`src/rtl/assert_macros.svh`:
```
// Assertion macros used by the RTL of the frame replacer.
`ifndef ASSERT_MACROS_SVH
`define ASSERT_MACROS_SVH

// Clocked assertion, switched off while reset is high.
`define ASSERT_CLK(lbl, prop, msg) \
  lbl: assert property (@(posedge clk) disable iff (rst) (prop)) else $error(msg);

// A condition that must never be seen at a clock edge outside reset.
`define ASSERT_NEVER(lbl, cond, msg) \
  `ASSERT_CLK(lbl, !(cond), msg)

`endif

```
`src/rtl/lru_pkg.sv`:
```
// Package of widths, defaults and request codes for the frame replacer.
`timescale 1ns / 1ps
`default_nettype none

package lru_pkg;

  localparam int FID_W = 6;
  localparam int REQ_W = 2;
  localparam int CNT_W = 7;
  localparam int CAP_W = 7;

  localparam int NUM_FRAMES_DEF = 64;
  localparam logic [CAP_W-1:0] CAPACITY_RST = 7'd64;

  typedef logic [REQ_W-1:0] req_t;

  localparam req_t REQ_VICTIM = 2'd0;
  localparam req_t REQ_PIN    = 2'd1;
  localparam req_t REQ_UNPIN  = 2'd2;

endpackage

`default_nettype wire

```
`src/rtl/lru_frame_replacer.sv`:
```
// An accepted word is held in the working stage; its result, marked by done, is registered.
// Throughput: one word per cycle; the link RAM reads are issued as the word is accepted
// and the writes of the word ahead are forwarded, so the list update is a single pass.
// Reset is synchronous: it clears the presence flags, head, tail, occupancy and capacity
// (to 64); busy stays high until an edge sees reset low. Link RAMs are not cleared.
`timescale 1ns / 1ps
`default_nettype none
`include "assert_macros.svh"

module lru_frame_replacer
  import lru_pkg::*;
#(
  parameter int NUM_FRAMES = NUM_FRAMES_DEF
) (
  input  wire logic             clk,
  input  wire logic             rst,
  input  wire logic             start,
  output      logic             busy,
  input  wire logic [REQ_W-1:0] req_type,
  input  wire logic [FID_W-1:0] frame_num,
  input  wire logic             cfg_we,
  input  wire logic [CAP_W-1:0] cfg_wdata,
  output      logic             done,
  output      logic             op_ok,
  output      logic [FID_W-1:0] victim_frame,
  output      logic             evicted_valid,
  output      logic [FID_W-1:0] evicted_frame,
  output      logic [CNT_W-1:0] occupancy
);

  localparam int IDX_W   = $clog2(NUM_FRAMES);
  localparam int CAP_TOP = (1 << CAP_W) - 1;
  localparam int CAP_MAX = (NUM_FRAMES < CAP_TOP) ? NUM_FRAMES : CAP_TOP;

  function automatic logic [IDX_W-1:0] to_idx(input logic [FID_W-1:0] f);
    logic [IDX_W+FID_W-1:0] w;
    w = {{IDX_W{1'b0}}, f};
    return w[IDX_W-1:0];
  endfunction

  function automatic logic [FID_W-1:0] to_fid(input logic [IDX_W-1:0] i);
    logic [IDX_W+FID_W-1:0] w;
    w = {{FID_W{1'b0}}, i};
    return w[FID_W-1:0];
  endfunction

  // Architectural state.
  logic [NUM_FRAMES-1:0] present;
  logic [IDX_W-1:0]      most_recent;
  logic [IDX_W-1:0]      least_recent;
  logic [CNT_W-1:0]      count;
  logic [CAP_W-1:0]      capacity;

  // Working stage: the word accepted at the previous edge.
  logic             act;
  req_t             s_req;
  logic             s_in_pool;
  logic [IDX_W-1:0] s_fi;

  // Link RAM ports and forwarding registers.
  logic             nwe, owe;
  logic [IDX_W-1:0] nwa, owa, nwd, owd;
  logic [IDX_W-1:0] n_raddr, o_raddr;
  logic [IDX_W-1:0] n_rdata, o_rdata;
  logic             byp_n_hit, byp_o_hit;
  logic [IDX_W-1:0] byp_n_data, byp_o_data;
  logic [IDX_W-1:0] newer_rd, older_rd;

  // Next-state values.
  logic [NUM_FRAMES-1:0] present_next;
  logic [IDX_W-1:0]      most_recent_next;
  logic [IDX_W-1:0]      least_recent_next;
  logic [CNT_W-1:0]      count_next;
  logic                  ok_next, evv_next;
  logic [IDX_W-1:0]      vic_next, evf_next;
  logic [CNT_W-1:0]      c1;
  logic [CAP_W-1:0]      cap_lo, cap_eff;
  logic                  accept;
  logic [IDX_W-1:0]      fi_in;

  assign accept = start && !busy;
  assign fi_in  = to_idx(frame_num);

  lru_ram #(.WIDTH(IDX_W), .DEPTH(NUM_FRAMES)) u_newer_ram (
    .clk   (clk),
    .we    (nwe),
    .waddr (nwa),
    .wdata (nwd),
    .raddr (n_raddr),
    .rdata (n_rdata)
  );

  lru_ram #(.WIDTH(IDX_W), .DEPTH(NUM_FRAMES)) u_older_ram (
    .clk   (clk),
    .we    (owe),
    .waddr (owa),
    .wdata (owd),
    .raddr (o_raddr),
    .rdata (o_rdata)
  );

  assign newer_rd = byp_n_hit ? byp_n_data : n_rdata;
  assign older_rd = byp_o_hit ? byp_o_data : o_rdata;

  // A capacity of zero acts as one, and anything above the pool size as the pool size.
  always_comb begin
    cap_lo  = (capacity == '0) ? CAP_W'(1) : capacity;
    cap_eff = (32'(cap_lo) > CAP_MAX) ? CAP_W'(CAP_MAX) : cap_lo;
  end

  always_comb begin
    present_next      = present;
    most_recent_next  = most_recent;
    least_recent_next = least_recent;
    count_next        = count;
    ok_next           = 1'b0;
    evv_next          = 1'b0;
    vic_next          = '0;
    evf_next          = '0;
    c1                = count;
    nwe               = 1'b0;
    nwa               = '0;
    nwd               = '0;
    owe               = 1'b0;
    owa               = '0;
    owd               = '0;
    if (act) begin
      case (s_req)
        REQ_VICTIM: begin
          if (count != '0) begin
            ok_next                    = 1'b1;
            vic_next                   = least_recent;
            present_next[least_recent] = 1'b0;
            if (count <= CNT_W'(1)) begin
              count_next = '0;
            end else begin
              least_recent_next = newer_rd;
              count_next        = count - CNT_W'(1);
            end
          end
        end
        REQ_PIN: begin
          if (s_in_pool && present[s_fi]) begin
            ok_next            = 1'b1;
            present_next[s_fi] = 1'b0;
            if (count <= CNT_W'(1)) begin
              count_next = '0;
            end else begin
              count_next = count - CNT_W'(1);
              if (s_fi == most_recent) begin
                most_recent_next = older_rd;
              end else if (s_fi == least_recent) begin
                least_recent_next = newer_rd;
              end else begin
                // Bridge the neighbours of a frame from the middle of the order.
                owe = 1'b1;
                owa = newer_rd;
                owd = older_rd;
                nwe = 1'b1;
                nwa = older_rd;
                nwd = newer_rd;
              end
            end
          end
        end
        REQ_UNPIN: begin
          if (s_in_pool && !present[s_fi]) begin
            ok_next = 1'b1;
            if (count >= cap_eff && count != '0) begin
              evv_next                   = 1'b1;
              evf_next                   = least_recent;
              present_next[least_recent] = 1'b0;
              if (count <= CNT_W'(1)) begin
                c1 = '0;
              end else begin
                least_recent_next = newer_rd;
                c1                = count - CNT_W'(1);
              end
            end
            if (c1 == '0) begin
              most_recent_next  = s_fi;
              least_recent_next = s_fi;
            end else begin
              owe              = 1'b1;
              owa              = s_fi;
              owd              = most_recent;
              nwe              = 1'b1;
              nwa              = most_recent;
              nwd              = s_fi;
              most_recent_next = s_fi;
            end
            present_next[s_fi] = 1'b1;
            count_next         = c1 + CNT_W'(1);
          end
        end
        default: begin
        end
      endcase
    end
  end

  // The word being accepted reads the links against the state this cycle leaves behind.
  assign n_raddr = (req_type == REQ_PIN) ? fi_in : least_recent_next;
  assign o_raddr = fi_in;

  always_ff @(posedge clk) begin
    byp_n_hit  <= nwe && (nwa == n_raddr);
    byp_n_data <= nwd;
    byp_o_hit  <= owe && (owa == o_raddr);
    byp_o_data <= owd;
  end

  always_ff @(posedge clk) begin
    if (rst) begin
      busy         <= 1'b1;
      act          <= 1'b0;
      done         <= 1'b0;
      present      <= '0;
      most_recent  <= '0;
      least_recent <= '0;
      count        <= '0;
      capacity     <= CAPACITY_RST;
    end else begin
      busy         <= 1'b0;
      act          <= accept;
      done         <= act;
      present      <= present_next;
      most_recent  <= most_recent_next;
      least_recent <= least_recent_next;
      count        <= count_next;
      if (cfg_we) begin
        capacity <= cfg_wdata;
      end
    end
  end

  always_ff @(posedge clk) begin
    if (accept) begin
      s_req     <= req_type;
      s_in_pool <= 32'(frame_num) < NUM_FRAMES;
      s_fi      <= fi_in;
    end
    op_ok         <= ok_next;
    victim_frame  <= to_fid(vic_next);
    evicted_valid <= evv_next;
    evicted_frame <= to_fid(evf_next);
    occupancy     <= count_next;
  end

  `ASSERT_CLK(a_done_follows_accept, done |-> $past(start && !busy && !rst, 2), "done without an accepted word")
  `ASSERT_CLK(a_count_matches_flags, 32'(count) == $countones(present), "occupancy differs from presence flags")
  `ASSERT_CLK(a_head_present, (count != '0) |-> present[most_recent], "head frame is not marked present")
  `ASSERT_NEVER(a_evict_without_insert, done && evicted_valid && !op_ok, "eviction reported without an insert")

endmodule

`default_nettype wire

```
`src/rtl/lru_ram.sv`:
```
// Generic single-write, single-read RAM with a registered read port.
`timescale 1ns / 1ps
`default_nettype none

module lru_ram #(
  parameter int WIDTH = 6,
  parameter int DEPTH = 64
) (
  input  wire logic                     clk,
  input  wire logic                     we,
  input  wire logic [$clog2(DEPTH)-1:0] waddr,
  input  wire logic [WIDTH-1:0]         wdata,
  input  wire logic [$clog2(DEPTH)-1:0] raddr,
  output      logic [WIDTH-1:0]         rdata
);

  logic [WIDTH-1:0] mem [DEPTH];

  always_ff @(posedge clk) begin
    if (we) begin
      mem[waddr] <= wdata;
    end
    rdata <= mem[raddr];
  end

endmodule

`default_nettype wire

```
`config.mk`:
```
export PLATFORM = sky130hd
export DESIGN_NAME = lru_frame_replacer
export DESIGN_NICKNAME = d
export VERILOG_FILES = /design/src/rtl/lru_pkg.sv /design/src/rtl/lru_frame_replacer.sv /design/src/rtl/lru_ram.sv
export VERILOG_INCLUDE_DIRS = /design/src /design/src/rtl
export SDC_FILE = /design/constraint.sdc
export NUM_CORES = 1
export LEC_CHECK = 0
export BUFFER_PORTS_ARGS = -buffer_cell sky130_fd_sc_hd__buf_2
export CAP_MARGIN = 0
export CELL_PAD_IN_SITES_DETAIL_PLACEMENT = 1
export CELL_PAD_IN_SITES_GLOBAL_PLACEMENT = 1
export CORE_ASPECT_RATIO = 0.8
export CORE_UTILIZATION = 54
export DETAILED_ROUTE_END_ITERATION = 8
export PLACE_DENSITY = 0.76
export SLEW_MARGIN = 10
export SYNTH_ARGS = -nofsm -noshare
export SYNTH_HDL_FRONTEND = slang
export SYNTH_HIERARCHICAL = 1
export SYNTH_SLANG_ARGS = --single-unit
```
`constraint.sdc`:
```
create_clock -name clk -period 9.1 [get_ports clk]
set_clock_uncertainty 0.1 [all_clocks]
set_input_delay 0.455 -clock clk [delete_from_list [all_inputs] [get_ports clk]]
set_output_delay 0.455 -clock clk [all_outputs]
set_load 0.005 [all_outputs]
```
==> metrics.cfg, run 1 <==
[layout]
syn_to_final_growth_pct = 10.4
drive_above_1_share_pct = 17.3
fin_area_um2 = 44400
stdcell_count = 3911
nNetsFinal = 2869

[timing]
max_slew_margin_pct = 8.67
fmaxAchievable_mhz = 135
worst_pin_slew_ns = 1.36
hold_viol = 0
timing.setup.tns_ns = 0
drv_slew = 0
rsz0062_at_grt = false
setup_viol = 0
period_share_pct = 81.4
period_needed_ns = 7.41

[logic_synthesis]
synthArstFlopShare_pct = 0
synth_top_area_share_pct = 58.0
avgSynthCellArea_um2 = 14.1
synth-edff-count = 776
yosys_warnings = 6
synth_area_um2 = 40200
yosysTopAreaCell = edfxtp_1
synth_area_leaders = edfxtp_1 (58%), mux4_2 (11%), dfxtp_1 (7.0%)
synthCells = 2839
synth-seq-cells = 916
synth_cell_type_count = 100
synthFlopType = edfxtp_1
synth-seq-area-share_pct = 65.0
synth_fp_nets = 2873

[clock_network]
clock_path_buffers = 3
post_cts_resized = 0
cts_tree = done
worstSkewPairLatency_ns = 0.68
postCtsSetupRepairBufs = 0
cts_buffers = 89
cts.clk_slew.worst_paths_ns = 0.07
cts-htree-levels = 3
clockRootBuffer = clkbuf_16
clkSinkCount = 916

[grt]
grt_max_degree = 82
grt_pass1_vias = 26600
use_met1_pct = 45.0
met2_usage_pct = 47.1
grt_pass1_wl_um = 173000
overflow = 0
grt-busiest-layer = met2
track_usage_pct = 30.9
antenna_found_initial = 3
use_met3_pct = 6.21

[routing]
detail_route.wl_per_cell_um = 29.5
avgViaCountPerCell = 6.70
drtIter0Drc = 2796
ant_nets = 0
vias = 26195
dr.pass1.iters = 7
route.detailed.drc = 0
drt-total-wl_um = 115000

[placement]
portBuffers = 41
dpl.hpwl_um = 71800
gp_congestion = 0.858
place_area_um2 = 41200
dp.cells = 3735

[power]
switchingPower_mw = 1.92
switching_share_pct = 21.9
combPwrFrac_pct = 4.5
internal_power_mw = 6.84
p_seq_share_pct = 51.6
peakVddDrop_mv = 0.174
finalPower_mw = 8.76
power_density_nw_per_um2 = 197
power.share.clock_pct = 43.9
cellLeakagePower_nw = 11.9

[die]
die_area_um2 = 75500
start_util_pct = 54.5
fp.dieH_um = 246
rows = 89
core_um2 = 73700
dieWidth_um = 307
io_pins = 42

[critical_path]
crit_arrival_ns = 7.86
cp_data_required_time_ns = 9.55
crit_family = compound AO/OA/AOI/OAI gates
cpMaxStageDelayCell = a21oi_2
cpMostUsedCell = nand2_1
crit_chain = inv_1 > ha_1 > nand2b_1 > a2111oi_2 > or3_1 > a21oi_2 > mux2i_1 > ha_1 > nand2_1 > nor4_1 > nor2_1 > nor3_1 > nand2_2 > o2111ai_1 > nand2_1 > o21ai_4 > buf_12 > mux4_2 > mux4_2 > o211ai_1 > nand2_1
startpoint_type = register
worstPathMaxFanout = 42
endpoint_kind = register
cp_num_buf_inv = 2
slowest_delay_ns = 0.82
criticalPathCategory = register to register

[status]
status = complete, no violations

[min_path]
min_path_type = primary input to register

[run]
maxCapViolCount = 0

logic make-up after synthesis:
logic type	share of synthesized area (%)
and+or+nand+nor	8.55
xor gates and xnor gates	0.523
DFF	65.0
muxes	13.2
AOI/OAI and AO/OA	9.65
adders and majority gates	0.467
buffers and inverters	2.60
cell usage after synthesis (14+ instances only):
| cell type | n |
|---|---|
| buf_1 | 16 |
| o21ai_0 | 280 |
| o22ai_1 | 24 |
| clkbuf_1 | 119 |
| a21oi_1 | 169 |
| nand4_1 | 14 |
| xor2_1 | 14 |
| dfxtp_1 | 140 |
| a22oi_1 | 20 |
| o221ai_1 | 14 |
| and2_1 | 29 |
| o211ai_1 | 14 |
| edfxtp_1 | 776 |
| nand2_1 | 297 |
| buf_2 | 37 |
| inv_1 | 25 |
| mux2i_1 | 55 |
| nor2b_1 | 18 |
| mux2_2 | 21 |
| nor2_1 | 190 |
| mux4_2 | 194 |
| nand3_1 | 41 |
| or3_1 | 23 |
| ha_1 | 15 |
| nor3_1 | 36 |
| nand2b_1 | 15 |
per-stage QoR:
step / hold slack [ns] / setup slack [ns] / util, %
global route: 0.103 / 1.27 / 60.2
detailed placement: 0.386 / 1.78 / 55.9
floorplan: 0.357 / 2.44 / -
CTS: 0.0477 / 1.73 / 60.1
finish: 0.0869 / 1.69 / 60.2
global placement: 0.371 / 2.13 / 55.9
state kept, by name, indices dropped and copies added, names as in the netlist, 2 cells and up:
name,count
u_newer_ram/mem,384
u_older_ram/mem,384
present,64
capacity,7
count,7
occupancy,7
byp_n_data,6
byp_o_data,6
evicted_frame,6
least_recent,6
most_recent,6
s_fi,6
u_newer_ram/rdata,6
u_older_ram/rdata,6
victim_frame,6
s_req,2
area by class of cell:
class | instances | area, µm²
antenna | 1 | 2.50
inverter | 27 | 101
sequential | 916 | 26100
clock inverter | 47 | 578
fill | 6913 | 29400
timing repair buffer | 101 | 727
clock buffer | 118 | 2440
tap | 1001 | 1250
multi-input combinational | 1700 | 13200
worst paths after layout:
check | startpoint | end | slack (ns) | depth (start not counted)
max | count[0] | u_newer_ram/rdata[4] | 1.69 | 21
min reg2reg | most_recent[0] | most_recent[0] | 0.40 | 2
min | cfg_we | capacity[6] | 0.09 | 2
max reg2reg | count[0] | u_newer_ram/rdata[4] | 1.69 | 21
placed cells by master (no fill, tap or decap), types with 23 or more instances in the layout:
cell type,count
mux2i_1,55
buf_2,39
inv_1,24
nor2_1,181
o21ai_0,278
edfxtp_1,776
dfxtp_1,140
a21oi_1,169
buf_4,48
nand3_1,41
o22ai_1,24
nand2_1,296
clkbuf_16,91
or3_1,23
and2_1,29
mux4_2,194
nor3_1,32
power groups by stage:
stage | Clock [mW] | Sequential, mW | Combinational (mW)
floorplan | 0 | 4.59 | 0.280
global placement | 0 | 4.60 | 0.377
detailed placement | 0 | 4.60 | 0.387
CTS | 3.90 | 4.51 | 0.393
global route | 4.03 | 4.51 | 0.423
finish | 3.84 | 4.51 | 0.398
metal layers:
metal	part of all wire [%]	routed length, µm
met1	42	48900
met2	46	52700
met4	2.8	3220
met5	0.020	23
met3	9.1	10500
timing repair:
action | CTS | global route
hold buffers | 10 | 0
endpoints found under the setup margin | 0 | 0
hold endpoints to repair | 10 | 0
Note: power is estimated with default switching activity, not from simulation.
==> inputs of run 2 (changes only) <==
ABC_AREA = 1   (was not set)
CORE_UTILIZATION = 45   (was 54)
PLACE_DENSITY = 0.72   (was 0.76)
clock period = 6.5 ns   (was 9.1 ns; I/O delays follow)
==> run 2 against run 1 <==
Effect of this change:
- synthesized area increased by 6.0%
- sequential share of layout area fell by 3.2 points
- clock power increased by 39%
- non-clock buffer count increased by 41
- critical path type unchanged
- critical endpoint is now u_newer_ram/mem[50][2]
- largest cell class unchanged
- highest routed layer is now met4
==> metrics.cfg, run 2 <==
[routing]
routed.top_layer = met4
ant_nets = 0
met2_length_um = 59600
met1_length_um = 61000
drt-total-wl_um = 132000
wl_met3_um = 8270
dr.pass1.iters = 6
detail_route.wl_per_cell_um = 23.1
drtIter0Drc = 2934
route.detailed.drc = 0
avgViaCountPerCell = 5.82
vias = 33236

[critical_path]
rr_startpoint = capacity[2]
r2r-end = u_newer_ram/mem[50][2]
worstRegToRegCells = 25
endpoint = u_newer_ram/mem[50][2]
cp_data_required_time_ns = 6.69
worstPathMaxFanout = 70
crit_arrival_ns = 5.90
startpoint_type = register
crit_start = capacity[2]
cpMostUsedCell = nand2_1
slowest_delay_ns = 0.62
criticalPathCategory = register to register
r2r_slack_ns = 0.79
endpoint_kind = register
cpMaxStageDelayCell = nor2_1

[min_path]
min_path_type = primary input to register
hold_start = frame_num[4]

[logic_synthesis]
avgSynthCellArea_um2 = 9.59
synth-edff-count = 776
synth_common_cells = nand2_1 (1381), edfxtp_1 (776), nand3_1 (707), nor2_1 (369), inv_1 (202)
synth.most_common_cell = nand2_1
synthCells = 4438
synth_top_area_share_pct = 54.7
synth_area_um2 = 42600
synth_fp_nets = 4472
synth_cell_type_count = 49
yosys_warnings = 6
synth-seq-cells = 916
synth-seq-area-share_pct = 61.3
synthArstFlopShare_pct = 0
synth_area_leaders = edfxtp_1 (55%), nand2_1 (12%), nand3_1 (8.3%)
synthFlopType = edfxtp_1
yosysTopAreaCell = edfxtp_1

[grt]
overflow = 0
track_usage_pct = 27.2
grt_pass1_wl_um = 203000
grt_pass1_vias = 33876
grt_max_degree = 194
antenna_found_initial = 3

[die]
fp.dieH_um = 277
rows = 100
core_um2 = 93300
start_util_pct = 45.6
dieWidth_um = 346
io_pins = 42
die_area_um2 = 95900

[layout]
reg_top3 = u_newer_ram/mem (384), u_older_ram/mem (384), present (64)
syn_to_final_growth_pct = 10.1
drive_above_1_share_pct = 8.61
multi_input_area_um2 = 14300
fillers = 10466
final_cell_mix = nand2_1 (1378), edfxtp_1 (776), nand3_1 (707), nor2_1 (369), inv_1 (194)
nNetsFinal = 4445
antenna_cells = 0
layout_commonest_cell = nand2_1
ff_latch_area_um2 = 26100

[power]
peakVddDrop_mv = 0.241
power_density_nw_per_um2 = 275
cellLeakagePower_nw = 17.3
finalPower_mw = 12.9

[status]
status = complete, no violations

[run]
maxCapViolCount = 0

[clock_network]
cts-htree-levels = 3
cts.clk_slew.worst_paths_ns = 0.06
worstSkewPairLatency_ns = 0.69
post_cts_resized = 0
clockRootBuffer = clkbuf_16
cts_tree = done
clkSinkCount = 916
clock_path_buffers = 3
cts_hold_buf = 21
postCtsSetupRepairBufs = 0
cts_buffers = 94

[placement]
portBuffers = 41
dpl.hpwl_um = 78800
gp_congestion = 0.850

[timing]
setup_viol = 0
hold_viol = 0
holdWs_ns = 0.107
period_needed_ns = 5.71
max_slew_margin_pct = 10.7
timing.setup.tns_ns = 0
fmaxAchievable_mhz = 175
period_share_pct = 87.8
rsz0062_at_grt = false
drv_slew = 0
worst_pin_slew_ns = 1.33

-- run 2: report_power, final --
| part | internal [mW] | switching, mW |
|---|---|---|
| sequential | 6.32 | 0.0333 |
| combinational | 0.337 | 0.872 |
| clock | 2.98 | 2.35 |
-- run 2: cell type report --
type	instances	area share [%]
flip-flops and latches	916	55.7
well taps	1224	3.27
clock inverters	56	1.06
inverters	226	1.83
repair buffers	142	2.32
clock buffers	114	5.31
multi-input cells	3031	30.5
-- run 2: critical path, delay by kind of cell (launching register included) --
kind / cells / cell delay [ns]
compound gates: 3 / 0.42
fa+ha+maj: 2 / 0.42
buf+inv: 4 / 0.54
flops: 1 / 0.32
simple gates: 16 / 3.51
-- run 2: how the worst min path moves through the flow --
stage / endpoint / slack [ns] / cells after the start
floorplan: busy / 0.25 / 0
finish: s_fi[4] / 0.11 / 1
global placement: act / 0.33 / 1
global route: s_fi[4] / 0.09 / 1
detailed placement: act / 0.35 / 1
CTS: s_fi[4] / 0.05 / 1
-- run 2: cell families after synthesis --
family	share of synthesized area [%]
and+or+nand+nor	25.4
DFF	61.3
buffers and inverters	5.27
AOI/OAI and AO/OA	7.29
adders and majority gates	0.441
xor gates and xnor gates	0.165
muxes	0.141
-- run 2: through the flow --
stage / utilization [%] / worst slack (ns) / instance area, µm² / cells
finish: 50.2 / 0.793 / 46900 / 5709
global route: 50.2 / 0.423 / 46900 / 5709
CTS: 50.2 / 0.863 / 46900 / 5709
detailed placement: 46.8 / 0.916 / 43700 / 5518
global placement: 46.8 / 1.03 / 43700 / 5518
floorplan: - / 0.360 / 42600 / 4438
-- run 2: routing by layer --
layer  track usage [%]  vias up
li1                  -    15246
met1              40.1    16725
met2              42.3     1079
met3              3.20      186
met4              7.52        0
met5                 0        -
